File: src/rtl/sts_pkg.sv
// Shared types, codes and character constants of the s-expression token scanner.
`timescale 1ns / 1ps

package sts_pkg;

  localparam int OUT_POS_W = 16;
  localparam int OUT_DEPTH_W = 7;
  localparam int Q_DEPTH = 4;

  // token kinds
  localparam logic [2:0] KIND_OPEN   = 3'd0;
  localparam logic [2:0] KIND_CLOSE  = 3'd1;
  localparam logic [2:0] KIND_NUMBER = 3'd2;
  localparam logic [2:0] KIND_SYMBOL = 3'd3;
  localparam logic [2:0] KIND_END    = 3'd4;

  // error codes
  localparam logic [1:0] ERR_NONE        = 2'd0;
  localparam logic [1:0] ERR_EXTRA_CLOSE = 2'd1;
  localparam logic [1:0] ERR_UNCLOSED    = 2'd2;
  localparam logic [1:0] ERR_OVERFLOW    = 2'd3;

  // characters
  localparam logic [7:0] CH_SEMI  = 8'h3B;
  localparam logic [7:0] CH_NL    = 8'h0A;
  localparam logic [7:0] CH_OPEN  = 8'h28;
  localparam logic [7:0] CH_CLOSE = 8'h29;
  localparam logic [7:0] CH_MINUS = 8'h2D;
  localparam logic [7:0] CH_SPACE = 8'h20;
  localparam logic [7:0] CH_TAB   = 8'h09;
  localparam logic [7:0] CH_VT    = 8'h0B;
  localparam logic [7:0] CH_FF    = 8'h0C;
  localparam logic [7:0] CH_CR    = 8'h0D;
  localparam logic [7:0] CH_ZERO  = 8'h30;
  localparam logic [7:0] CH_NINE  = 8'h39;
  localparam logic [23:0] WORD_INF = {8'h46, 8'h4E, 8'h49};  // "INF", first char low
  localparam logic [23:0] WORD_NAN = {8'h4E, 8'h41, 8'h4E};  // "NAN"

  typedef struct packed {
    logic [2:0]             kind;
    logic [OUT_POS_W-1:0]   first_line;
    logic [OUT_POS_W-1:0]   first_column;
    logic [OUT_POS_W-1:0]   final_line;
    logic [OUT_POS_W-1:0]   final_column;
    logic [OUT_DEPTH_W-1:0] depth;
    logic [1:0]             err;
  } rec_t;

  // all records caused by one byte, in emission order: atom, paren, end
  typedef struct packed {
    logic atom_v;
    rec_t atom;
    logic paren_v;
    rec_t paren;
    logic fin_v;
    rec_t fin;
  } entry_t;

  function automatic logic is_digit(input logic [7:0] c);
    return (c >= CH_ZERO) && (c <= CH_NINE);
  endfunction

endpackage

File: src/rtl/sts_ram.sv
// Generic single-write, single-read RAM with registered read data.
`timescale 1ns / 1ps

module sts_ram #(
  parameter int WIDTH = 32,
  parameter int DEPTH = 64
) (
  input  logic                     clk,
  input  logic                     we,
  input  logic [$clog2(DEPTH)-1:0] waddr,
  input  logic [WIDTH-1:0]         wdata,
  input  logic                     re,
  input  logic [$clog2(DEPTH)-1:0] raddr,
  output logic [WIDTH-1:0]         rdata
);

  logic [WIDTH-1:0] mem [DEPTH];

  always_ff @(posedge clk) begin
    if (we) begin
      mem[waddr] <= wdata;
    end
    if (re) begin
      rdata <= mem[raddr];
    end
  end

endmodule

File: src/rtl/sts_queue.sv
// Short transaction queue between the scanner front and the record emitter.
`timescale 1ns / 1ps

module sts_queue import sts_pkg::*; (
  input  logic   clk,
  input  logic   rst,
  input  logic   push,
  input  entry_t push_entry,
  output logic   full,
  input  logic   pop,
  output logic   nonempty,
  output entry_t head
);

  localparam int AW = $clog2(Q_DEPTH);
  localparam int CW = $clog2(Q_DEPTH + 1);

  entry_t         slots [Q_DEPTH];
  logic [AW-1:0]  wr_ptr;
  logic [AW-1:0]  rd_ptr;
  logic [CW-1:0]  count;

  assign full     = (count == CW'(Q_DEPTH));
  assign nonempty = (count != '0);
  assign head     = slots[rd_ptr];

  always_ff @(posedge clk) begin
    if (push) begin
      slots[wr_ptr] <= push_entry;
    end
  end

  always_ff @(posedge clk) begin
    if (rst) begin
      wr_ptr <= '0;
      rd_ptr <= '0;
      count  <= '0;
    end else begin
      if (push) begin
        wr_ptr <= (wr_ptr == AW'(Q_DEPTH - 1)) ? '0 : wr_ptr + 1'b1;
      end
      if (pop) begin
        rd_ptr <= (rd_ptr == AW'(Q_DEPTH - 1)) ? '0 : rd_ptr + 1'b1;
      end
      case ({push, pop})
        2'b10:   count <= count + 1'b1;
        2'b01:   count <= count - 1'b1;
        default: count <= count;
      endcase
    end
  end

endmodule

File: src/rtl/sts_front.sv
// Scanner front: classifies each byte, keeps position/atom/depth state and the paren stack.
`timescale 1ns / 1ps

module sts_front import sts_pkg::*; #(
  parameter int MAX_DEPTH = 64,
  parameter int POS_BITS  = 16
) (
  input  logic       clk,
  input  logic       rst,
  input  logic       in_valid,
  output logic       in_stall,
  input  logic [7:0] text_byte,
  input  logic       end_of_text,
  output logic       q_push,
  output entry_t     q_entry,
  input  logic       q_full
);

  localparam int DW = $clog2(MAX_DEPTH + 1);
  localparam int AW = $clog2(MAX_DEPTH);
  localparam logic [POS_BITS-1:0] POS_MAX = {POS_BITS{1'b1}};

  function automatic logic [POS_BITS-1:0] sat_inc(input logic [POS_BITS-1:0] v);
    return (v == POS_MAX) ? POS_MAX : v + 1'b1;
  endfunction

  // scanner state
  logic                comment_mode;
  logic [POS_BITS-1:0] line_count;
  logic [POS_BITS-1:0] column_count;
  logic [POS_BITS-1:0] token_start_line;
  logic [POS_BITS-1:0] token_start_column;
  logic [POS_BITS-1:0] token_length;
  logic [23:0]         token_head_chars;
  logic [DW-1:0]       depth_count;
  logic                error_latched;

  logic                comment_mode_next;
  logic [POS_BITS-1:0] line_count_next;
  logic [POS_BITS-1:0] column_count_next;
  logic [POS_BITS-1:0] token_start_line_next;
  logic [POS_BITS-1:0] token_start_column_next;
  logic [POS_BITS-1:0] token_length_next;
  logic [23:0]         token_head_chars_next;
  logic [DW-1:0]       depth_count_next;
  logic                error_latched_next;

  // stage register toward the queue
  logic   s1_valid;
  entry_t s1_entry;
  logic   s1_from_stack;

  // byte classes
  logic is_semi, is_nl, is_open, is_close, is_space, normal;
  logic paren_byte, atom_byte, flush_byte;
  logic push_ok, pop_ok, err_now;
  logic [POS_BITS-1:0] tl, tc, tlen;
  logic [23:0]         thead;
  logic [POS_BITS:0]   endc_sum;
  logic [POS_BITS-1:0] endc;
  logic [2:0]          atom_kind;
  logic                atom_v, paren_v, fin_v, need_read;
  logic [DW-1:0]       depth_after;
  logic [DW-1:0]       top_idx;
  entry_t              entry;
  logic                accept, s1_move;
  logic [2*POS_BITS-1:0] stack_rdata;

  assign s1_move  = s1_valid && !q_full;
  assign in_stall = s1_valid && q_full;
  assign accept   = in_valid && !in_stall;

  always_comb begin
    is_semi  = (text_byte == CH_SEMI);
    is_nl    = (text_byte == CH_NL);
    is_open  = (text_byte == CH_OPEN);
    is_close = (text_byte == CH_CLOSE);
    is_space = (text_byte == CH_SPACE) || (text_byte == CH_TAB) || (text_byte == CH_VT) ||
               (text_byte == CH_FF) || (text_byte == CH_CR);
    normal     = !is_semi && !is_nl && !comment_mode;
    paren_byte = normal && (is_open || is_close);
    atom_byte  = normal && !is_open && !is_close && !is_space;
    flush_byte = is_nl || (!is_semi && comment_mode) || paren_byte || (normal && is_space);

    // atom after this byte's extension
    tl    = token_start_line;
    tc    = token_start_column;
    tlen  = token_length;
    thead = token_head_chars;
    if (atom_byte) begin
      if (token_length == '0) begin
        tl = line_count;
        tc = column_count;
      end
      if (token_length < POS_BITS'(3)) begin
        case (token_length[1:0])
          2'd0:    thead[7:0]   = text_byte;
          2'd1:    thead[15:8]  = text_byte;
          2'd2:    thead[23:16] = text_byte;
          default: thead = token_head_chars;
        endcase
      end
      tlen = sat_inc(token_length);
    end

    atom_kind = KIND_SYMBOL;
    if (tlen == POS_BITS'(3) && (thead == WORD_INF || thead == WORD_NAN)) begin
      atom_kind = KIND_NUMBER;
    end else if (is_digit(thead[7:0])) begin
      atom_kind = KIND_NUMBER;
    end else if (tlen > POS_BITS'(1) && thead[7:0] == CH_MINUS && is_digit(thead[15:8])) begin
      atom_kind = KIND_NUMBER;
    end
    endc_sum = {1'b0, tc} + {1'b0, tlen} - {{POS_BITS{1'b0}}, 1'b1};
    endc     = endc_sum[POS_BITS] ? POS_MAX : endc_sum[POS_BITS-1:0];
    atom_v   = (flush_byte || end_of_text) && (tlen != '0) && !error_latched;

    // paren handling
    push_ok = paren_byte && is_open && !error_latched && (depth_count != DW'(MAX_DEPTH));
    pop_ok  = paren_byte && is_close && !error_latched && (depth_count != '0);
    err_now = paren_byte && !error_latched && !push_ok && !pop_ok;
    paren_v = paren_byte && !error_latched;
    depth_after = push_ok ? depth_count + 1'b1 : (pop_ok ? depth_count - 1'b1 : depth_count);

    line_count_next   = is_nl ? sat_inc(line_count) : line_count;
    column_count_next = is_nl ? '0 : sat_inc(column_count);

    fin_v     = end_of_text && !error_latched && !err_now;
    need_read = fin_v && (depth_after != '0) && !push_ok;
    top_idx   = depth_after - 1'b1;

    entry.atom_v            = atom_v;
    entry.atom.kind         = atom_kind;
    entry.atom.first_line   = OUT_POS_W'(tl);
    entry.atom.first_column = OUT_POS_W'(tc);
    entry.atom.final_line   = OUT_POS_W'(line_count);
    entry.atom.final_column = OUT_POS_W'(endc);
    entry.atom.depth        = OUT_DEPTH_W'(depth_count);
    entry.atom.err          = ERR_NONE;

    entry.paren_v            = paren_v;
    entry.paren.kind         = is_open ? KIND_OPEN : KIND_CLOSE;
    entry.paren.first_line   = OUT_POS_W'(line_count);
    entry.paren.first_column = OUT_POS_W'(column_count);
    entry.paren.final_line   = OUT_POS_W'(line_count);
    entry.paren.final_column = OUT_POS_W'(column_count);
    entry.paren.depth        = OUT_DEPTH_W'(depth_after);
    if (err_now) begin
      entry.paren.err = is_open ? ERR_OVERFLOW : ERR_EXTRA_CLOSE;
    end else begin
      entry.paren.err = ERR_NONE;
    end

    // end record; an open paren on the final byte is its own innermost position
    entry.fin_v = fin_v;
    entry.fin.kind = KIND_END;
    entry.fin.depth = OUT_DEPTH_W'(depth_after);
    if (depth_after != '0) begin
      entry.fin.err          = ERR_UNCLOSED;
      entry.fin.first_line   = OUT_POS_W'(line_count);
      entry.fin.first_column = OUT_POS_W'(column_count);
    end else begin
      entry.fin.err          = ERR_NONE;
      entry.fin.first_line   = OUT_POS_W'(line_count_next);
      entry.fin.first_column = OUT_POS_W'(column_count_next);
    end
    entry.fin.final_line   = entry.fin.first_line;
    entry.fin.final_column = entry.fin.first_column;

    // next state
    comment_mode_next       = is_semi ? 1'b1 : (is_nl ? 1'b0 : comment_mode);
    token_start_line_next   = tl;
    token_start_column_next = tc;
    token_length_next       = atom_v ? '0 : tlen;
    token_head_chars_next   = atom_v ? '0 : thead;
    depth_count_next        = depth_after;
    error_latched_next      = error_latched || err_now;
    if (end_of_text) begin
      comment_mode_next       = 1'b0;
      line_count_next         = '0;
      column_count_next       = '0;
      token_start_line_next   = '0;
      token_start_column_next = '0;
      token_length_next       = '0;
      token_head_chars_next   = '0;
      depth_count_next        = '0;
      error_latched_next      = 1'b0;
    end
  end

  always_ff @(posedge clk) begin
    if (rst) begin
      comment_mode       <= 1'b0;
      line_count         <= '0;
      column_count       <= '0;
      token_start_line   <= '0;
      token_start_column <= '0;
      token_length       <= '0;
      token_head_chars   <= '0;
      depth_count        <= '0;
      error_latched      <= 1'b0;
      s1_valid           <= 1'b0;
    end else begin
      if (accept) begin
        comment_mode       <= comment_mode_next;
        line_count         <= line_count_next;
        column_count       <= column_count_next;
        token_start_line   <= token_start_line_next;
        token_start_column <= token_start_column_next;
        token_length       <= token_length_next;
        token_head_chars   <= token_head_chars_next;
        depth_count        <= depth_count_next;
        error_latched      <= error_latched_next;
      end
      if (accept) begin
        s1_valid <= atom_v || paren_v || fin_v;
      end else if (s1_move) begin
        s1_valid <= 1'b0;
      end
    end
  end

  always_ff @(posedge clk) begin
    if (accept) begin
      s1_entry      <= entry;
      s1_from_stack <= need_read;
    end
  end

  // open-paren position stack; read only for the end record, held while s1 waits
  sts_ram #(
    .WIDTH(2 * POS_BITS),
    .DEPTH(MAX_DEPTH)
  ) u_stack (
    .clk  (clk),
    .we   (accept && push_ok),
    .waddr(depth_count[AW-1:0]),
    .wdata({line_count, column_count}),
    .re   (accept && need_read),
    .raddr(top_idx[AW-1:0]),
    .rdata(stack_rdata)
  );

  always_comb begin
    q_entry = s1_entry;
    if (s1_from_stack) begin
      q_entry.fin.first_line   = OUT_POS_W'(stack_rdata[2*POS_BITS-1:POS_BITS]);
      q_entry.fin.first_column = OUT_POS_W'(stack_rdata[POS_BITS-1:0]);
      q_entry.fin.final_line   = OUT_POS_W'(stack_rdata[2*POS_BITS-1:POS_BITS]);
      q_entry.fin.final_column = OUT_POS_W'(stack_rdata[POS_BITS-1:0]);
    end
  end

  assign q_push = s1_move;

endmodule

File: src/rtl/sts_back.sv
// Record emitter: splits each queued entry into records behind an output register.
`timescale 1ns / 1ps

module sts_back import sts_pkg::*; (
  input  logic                   clk,
  input  logic                   rst,
  input  logic                   q_nonempty,
  input  entry_t                 q_head,
  output logic                   q_pop,
  output logic                   out_valid,
  input  logic                   out_stall,
  output logic [2:0]             token_kind,
  output logic [OUT_POS_W-1:0]   first_line,
  output logic [OUT_POS_W-1:0]   first_column,
  output logic [OUT_POS_W-1:0]   final_line,
  output logic [OUT_POS_W-1:0]   final_column,
  output logic [OUT_DEPTH_W-1:0] nest_depth,
  output logic [1:0]             error_code,
  output logic                   run_last
);

  logic atom_done, paren_done;
  logic take_atom, take_paren, pick_last, load;
  rec_t pick;

  always_comb begin
    take_atom  = q_head.atom_v && !atom_done;
    take_paren = !take_atom && q_head.paren_v && !paren_done;
    if (take_atom) begin
      pick      = q_head.atom;
      pick_last = !q_head.paren_v && !q_head.fin_v;
    end else if (take_paren) begin
      pick      = q_head.paren;
      pick_last = !q_head.fin_v;
    end else begin
      pick      = q_head.fin;
      pick_last = 1'b1;
    end
    load  = q_nonempty && (!out_valid || !out_stall);
    q_pop = load && pick_last;
  end

  always_ff @(posedge clk) begin
    if (rst) begin
      atom_done  <= 1'b0;
      paren_done <= 1'b0;
      out_valid  <= 1'b0;
    end else begin
      if (load) begin
        out_valid <= 1'b1;
      end else if (!out_stall) begin
        out_valid <= 1'b0;
      end
      if (load) begin
        if (pick_last) begin
          atom_done  <= 1'b0;
          paren_done <= 1'b0;
        end else if (take_atom) begin
          atom_done <= 1'b1;
        end else begin
          paren_done <= 1'b1;
        end
      end
    end
  end

  always_ff @(posedge clk) begin
    if (load) begin
      token_kind   <= pick.kind;
      first_line   <= pick.first_line;
      first_column <= pick.first_column;
      final_line   <= pick.final_line;
      final_column <= pick.final_column;
      nest_depth   <= pick.depth;
      error_code   <= pick.err;
      run_last     <= pick_last;
    end
  end

endmodule

File: src/rtl/sexpr_token_scanner.sv
// Top level of the s-expression token scanner: front, transaction queue, record emitter.
`timescale 1ns / 1ps
// Usage:
//   Input channel (in_valid / in_stall): one source byte per transaction, with
//   end_of_text marking the last byte of a text. Output channel (out_valid /
//   out_stall): one token record per transaction, in source order; run_last
//   flags the final record caused by a byte. Bytes that cause no record
//   (atom characters, comment text, blanks) produce no output transaction.
//   A byte's records pass through the front stage, the queue and the output
//   register, in that order.
//   Throughput: one byte per cycle in while in_stall is low, and one record
//   per cycle out while out_stall is low. A byte can cause up to three records
//   (atom, paren, end record); the 4-entry queue soaks up such bursts and
//   in_stall rises only when it and the front stage are both full. A stalled
//   record stays in the output register; the next one waits in the queue.
//   The open-paren stack is a MAX_DEPTH-entry RAM; it is read only for the
//   unclosed-paren end record, when the final byte is accepted.
//   Reset (rst, synchronous) empties the queue and output register and returns
//   the scanner to the start of a text; the stack RAM is not cleared. After
//   an end_of_text byte the scanner returns to the same start state by itself.
//   After an error record nothing more is emitted for that text, not even an end record.
module sexpr_token_scanner import sts_pkg::*; #(
  parameter int MAX_DEPTH = 64,
  parameter int POS_BITS  = 16
) (
  input  logic                   clk,
  input  logic                   rst,
  input  logic                   in_valid,
  output logic                   in_stall,
  input  logic [7:0]             text_byte,
  input  logic                   end_of_text,
  output logic                   out_valid,
  input  logic                   out_stall,
  output logic [2:0]             token_kind,
  output logic [OUT_POS_W-1:0]   first_line,
  output logic [OUT_POS_W-1:0]   first_column,
  output logic [OUT_POS_W-1:0]   final_line,
  output logic [OUT_POS_W-1:0]   final_column,
  output logic [OUT_DEPTH_W-1:0] nest_depth,
  output logic [1:0]             error_code,
  output logic                   run_last
);

  logic   q_push, q_full, q_pop, q_nonempty;
  entry_t q_entry, q_head;

  // classify bytes, track positions, depth and the paren stack
  sts_front #(
    .MAX_DEPTH(MAX_DEPTH),
    .POS_BITS (POS_BITS)
  ) u_front (
    .clk        (clk),
    .rst        (rst),
    .in_valid   (in_valid),
    .in_stall   (in_stall),
    .text_byte  (text_byte),
    .end_of_text(end_of_text),
    .q_push     (q_push),
    .q_entry    (q_entry),
    .q_full     (q_full)
  );

  // decouples the byte rate from the record rate
  sts_queue u_queue (
    .clk       (clk),
    .rst       (rst),
    .push      (q_push),
    .push_entry(q_entry),
    .full      (q_full),
    .pop       (q_pop),
    .nonempty  (q_nonempty),
    .head      (q_head)
  );

  // one record per output transaction
  sts_back u_back (
    .clk         (clk),
    .rst         (rst),
    .q_nonempty  (q_nonempty),
    .q_head      (q_head),
    .q_pop       (q_pop),
    .out_valid   (out_valid),
    .out_stall   (out_stall),
    .token_kind  (token_kind),
    .first_line  (first_line),
    .first_column(first_column),
    .final_line  (final_line),
    .final_column(final_column),
    .nest_depth  (nest_depth),
    .error_code  (error_code),
    .run_last    (run_last)
  );

  // the end record always closes the records of its byte
  a_end_is_last: assert property (@(posedge clk) disable iff (rst)
    out_valid && token_kind == KIND_END |-> run_last)
    else $error("end record not flagged as last");

  // unclosed-paren errors only ride on end records with open parens left
  a_unclosed_form: assert property (@(posedge clk) disable iff (rst)
    out_valid && error_code == ERR_UNCLOSED |-> token_kind == KIND_END && nest_depth != '0)
    else $error("unclosed error on wrong record");

  // extra closing paren is reported at depth zero
  a_extra_close: assert property (@(posedge clk) disable iff (rst)
    out_valid && error_code == ERR_EXTRA_CLOSE |-> token_kind == KIND_CLOSE && nest_depth == '0)
    else $error("extra close paren record malformed");

  // a clean open paren always leaves a nonzero depth
  a_open_depth: assert property (@(posedge clk) disable iff (rst)
    out_valid && token_kind == KIND_OPEN && error_code == ERR_NONE |-> nest_depth != '0)
    else $error("open paren with zero depth");

endmodule

File: config.mk
export PLATFORM = sky130hd
export DESIGN_NAME = sexpr_token_scanner
export DESIGN_NICKNAME = d
export VERILOG_FILES = /design/src/rtl/sts_pkg.sv /design/src/rtl/sts_ram.sv /design/src/rtl/sts_queue.sv /design/src/rtl/sts_front.sv /design/src/rtl/sts_back.sv /design/src/rtl/sexpr_token_scanner.sv
export SDC_FILE = /design/constraint.sdc
export NUM_CORES = 2
export LEC_CHECK = 0
export ABC_AREA = 1
export BUFFER_PORTS_ARGS = -buffer_cell sky130_fd_sc_hd__buf_4
export CAP_MARGIN = 15
export CORE_ASPECT_RATIO = 1.2
export CORE_MARGIN = 4
export CORE_UTILIZATION = 35
export CTS_BUF_LIST = sky130_fd_sc_hd__clkbuf_4
export CTS_CLUSTER_SIZE = 25
export DETAILED_ROUTE_END_ITERATION = 7
export GPL_TIMING_DRIVEN = 0
export PLACE_DENSITY_LB_ADDON = 0.3
export SLEW_MARGIN = 20
export SYNTH_ARGS = -nofsm -noshare
export SYNTH_HDL_FRONTEND = slang
export SYNTH_SLANG_ARGS = --single-unit
File: constraint.sdc
create_clock -name clk -period 7.3 [get_ports clk]
set_clock_uncertainty 0.2 [all_clocks]
set_input_delay 1.46 -clock clk [delete_from_list [all_inputs] [get_ports clk]]
set_output_delay 1.46 -clock clk [all_outputs]
set_load 0.05 [all_outputs]
==> flow_metrics.env <==
export IMPL_switchingPower_uw=11200
export IMPL_number_of_setup_buffers_added_after_cts=0
export IMPL_synthArstFlopShare_pct=0
export IMPL_slew_limit_headroom_pct=25.3
export IMPL_synth_compound_gate_area_share_pct=3.44
export IMPL_violated_checks="design-rule violations"
export IMPL_timing_hold_worst_path_depth=3
export IMPL_synth_simple_gate_area_share_pct=18.4
export IMPL_period_needed_ns=7.21
export IMPL_antenna_left=0
export IMPL_clkLatencyLatePin_ns=1.42
export IMPL_fp_coreArea_um2=362000
export IMPL_critPathMaxFanout=10
export IMPL_crit_reg2reg_capture="u_front.u_stack.rdata[10]"
export IMPL_p_clk_share_pct=35.4
export IMPL_io_pins=92
export IMPL_numCtsBuffers=725
export IMPL_clk_root_buffer_cell="clkbuf_4"
export IMPL_cap_viol_max_count=0
export IMPL_critical_path_startpoint="u_front.depth_count[1]"
export IMPL_grt_max_degree=62
export IMPL_synth_top_flop_cell="edfxtp_1"
export IMPL_endpoint_kind="flop"
export IMPL_synthCells=12000
export IMPL_rows=242
export IMPL_postSynthRegisterBits=2954
export IMPL_seq_power_share_pct=49.8
export IMPL_power_ir_vdd_worst_v=0.000191
export IMPL_detailed_place_hpwl_mm=303
export IMPL_port_buffers=90
export IMPL_dr_total_vias=91800
export IMPL_timing_critical_path_to="u_front.u_stack.rdata[10]"
export IMPL_switching_share_pct=28.9
export IMPL_post_route_worst_setup_slack_ns=0.0921
export IMPL_tritoncts="yes"
export IMPL_critical_path_required_ns=8.34
export IMPL_critical_path_reg2reg_startpoint="u_front.depth_count[1]"
export IMPL_rrSetupSlack_ns=0.09
export IMPL_post_synth_fa_ha_maj_area_fraction_pct=0.395
export IMPL_outcome="finished with violations"
export IMPL_ctsLongestPathBuffers=4
export IMPL_netlist_cell_type_count=56
export IMPL_yosys_mux_area_fraction_pct=0.307
export IMPL_instances_no_fill=18200
export IMPL_crit_type="flop to flop"
export IMPL_post_synth_instance_area_um2=127000
export IMPL_numPlacedInstances=17000
export IMPL_area_growth_syn_to_layout_pct=15.6
export IMPL_classification_of_the_worst_slack_hold_path="input pin to flop"
export IMPL_p_comb_share_pct=14.9
export IMPL_maxSlewViolCount=0
export IMPL_cts_num_sinks=2954
export IMPL_initial_cell_density_of_the_core_pct=35.2
export IMPL_global_route_overflow=0
export IMPL_count_of_final_hold_check_violations=0
export IMPL_synth_largest_area_cell="edfxtp_1"
export IMPL_start_kind="flop"
export IMPL_first_pass_iters=8
export IMPL_p_int_uw=27600
export IMPL_grt_first_pass_wirelength_mm=603
export IMPL_design_final_nets=13000
export IMPL_dp_worst_setup_slack_ns=-1.15
export IMPL_synth_top_cells_by_area="edfxtp_1 67%, nand3_1 8.2%, nand2_1 8.1%, inv_1 6.2%, dfxtp_1 2.0%"
export IMPL_grt_setup_unrepaired="yes"
export IMPL_antenna_found_initial=32
export IMPL_first_iter_violations=9727
export IMPL_setup_violations=0
export IMPL_postSynthNetCount=12000
export IMPL_leakagePower_uw=0.0595
export IMPL_route_detailed_wl_per_inst_um=23.3
export IMPL_max_clock_freq_mhz=139
export IMPL_hold_sp="in_valid"
export IMPL_worstMarginPinSlew_ns=1.12
export IMPL_cp_data_arrival_time_ns=8.25
export IMPL_drc=5
export IMPL_via_per_inst=5.03
export IMPL_dominant_combinational_cell_family_by_area_after_synthesis="simple AND/OR/NAND/NOR gates"
export IMPL_postCtsHoldBufs=0
export IMPL_netlist_area_leader_share_pct=66.7
export IMPL_detail_route_wirelength_mm=426
export IMPL_yosysWarnings=0
export IMPL_grt_usage_pct=22.2
export IMPL_place_congestion=0.941
export IMPL_first_global_vias=86800
export IMPL_synth_seq_area_share_pct=68.7
export IMPL_fp_dieArea_um2=374000
export IMPL_h_tree_depth=6
export IMPL_worst_r2r_cell_count=20
export IMPL_clkTransAtPathRegs_ns=0.07
export IMPL_die_y_um=669
export IMPL_post_route_cells_drive_above_1_share_pct=13.9
export IMPL_synth_xor_xnor_area_share_pct=0.234
export IMPL_per_instance_average_area_after_synthesis_um2=10.6
export IMPL_power_density_nw_per_um2=264
export IMPL_die_width_um=559
export IMPL_synth_edff_count=2828
export IMPL_final_min_period_over_clock_period_pct=98.7
per-stage QoR:
step	TNS, ns	utilization [%]	area (µm²)	hold WS, ns	power (µW)
after floorplan	0	-	127000	0.203	23000
after global placement	-3002.26	37.0	134000	0.207	25400
after detailed placement	-29.34	38.1	138000	0.210	25500
after CTS	0	40.6	147000	0.0783	39100
after global routing	-0.0129	40.6	147000	0.157	40400
final	0	40.7	147000	0.216	38800
how the worst min path moves through the flow:
stage	end	slack (ns)
2_1_floorplan	u_front.q_entry[158]	0.20
3_3_place_gp	u_front.q_entry[159]	0.21
3_5_place_dp	u_front.q_entry[158]	0.21
4_1_cts	u_front.comment_mode	0.08
5_1_grt	u_front.s1_valid	0.16
6_report	u_front.s1_valid	0.22
placed cells by master, fill, tap and decap left out, types with 29 or more instances in the layout:
| cell | n |
|---|---|
| buf_4 | 142 |
| clkbuf_4 | 1034 |
| buf_16 | 70 |
| nand3b_1 | 67 |
| nand2_1 | 2731 |
| buf_12 | 73 |
| nor2_4 | 72 |
| mux2_2 | 32 |
| buf_2 | 264 |
| inv_1 | 2088 |
| o21ai_0 | 323 |
| clkinv_1 | 155 |
| edfxtp_1 | 2828 |
| clkbuf_1 | 275 |
| o22ai_1 | 80 |
| nor2_1 | 343 |
| buf_1 | 29 |
| ha_1 | 37 |
| dfxtp_4 | 32 |
| inv_2 | 29 |
| a21oi_1 | 253 |
| nand3_1 | 2090 |
| dfxtp_1 | 94 |
| a221o_1 | 48 |
per-layer routing:
layer	global-route usage [%]	up-vias	routed length, µm
met4	11.8	12	24700
li1	-	42300	-
met5	0	-	81
met3	3.85	984	36500
met1	27.5	44200	161000
met2	37.1	4359	203000
power groups by stage:
stage / sequential (µW) / clock (µW) / combinational (µW)
after floorplan: 20500 / 0 / 2470
after global placement: 19800 / 0 / 5540
after detailed placement: 19700 / 0 / 5780
after CTS: 19300 / 13900 / 5790
after global routing: 19400 / 14900 / 6130
final: 19300 / 13700 / 5770
registers in the layout, summed over array words and instances, names as in the netlist, 24 cells and up, named ones only:
| signal | flops |
|---|---|
| u_front.u_stack.rdata | 32 |
| u_front.s1_entry | 32 |
| u_front.token_head_chars | 24 |
| u_queue.slots | 536 |
| u_front.u_stack.mem | 2048 |
| u_front.q_entry | 102 |
worst max-delay path, cell delays in order, from the launching register on:
cell and delay (ns):
dfxtp_1 0.59, inv_1 0.21, ha_1 0.23, nand2_1 0.11
nor2_2 0.06, nor2_1 0.30, o211ai_2 0.14, nand2_2 0.36
buf_4 0.49, buf_4 0.39, buf_2 0.37, ha_1 0.59
inv_4 0.39, clkbuf_4 0.48, clkbuf_1 0.59, nand3_1 0.17
nand3_1 0.16, nand3_1 0.08, nand3_1 0.16, nand3_1 0.58
nand2_1 0.37
kinds of logic after synthesis:
logic type | count (synthesis)
muxes | 35
AOI/OAI and AO/OA | 775
adders and majority gates | 39
and+or+nand+nor | 5402
xor gates and xnor gates | 34
DFF | 2954
buffers and inverters | 2747
cell usage after synthesis, types with 3 or more instances:
cell type  instances
nand4_1           24
o21ai_0          323
dfxtp_1          126
xnor2_1           10
o21a_1             8
nor2_4             4
o22ai_1           80
inv_1           2088
buf_2            264
buf_4             46
a21oi_1          253
a221o_1           48
o211ai_1          19
mux2_2            32
nor2_1           411
clkinv_1           3
mux2i_1            3
a211oi_1           5
a31oi_1            9
xor2_1            24
inv_2             16
nor3_1            23
buf_6              8
buf_1             29
edfxtp_1        2828
nand2_4            6
nand3_1         2097
or2_2              6
o221ai_1           4
nand2_2           10
clkbuf_1         292
ha_1              37
nand3b_1          67
o21ai_1           11
nand2_1         2735
nor2_2             9
final cells by class:
type                       instances  area (µm²)
sequential                      2954       87600
timing repair buffer             240        4120
clock buffer                    1031        7740
inverter                        2107        7910
buffer                           639        2990
clock inverter                   215        1290
tap                             4758        5950
multi-input combinational       6285       29600
fill                           35100      215000
antenna                           16        40.0
what timing repair did:
| item | CTS | global route |
|---|---|---|
| gates resized for setup | 6 | 7 |
| setup endpoints to repair | 18 | 15 |
| endpoints found under the hold margin | 0 | 0 |
Note: power is estimated with default switching activity, not from simulation.
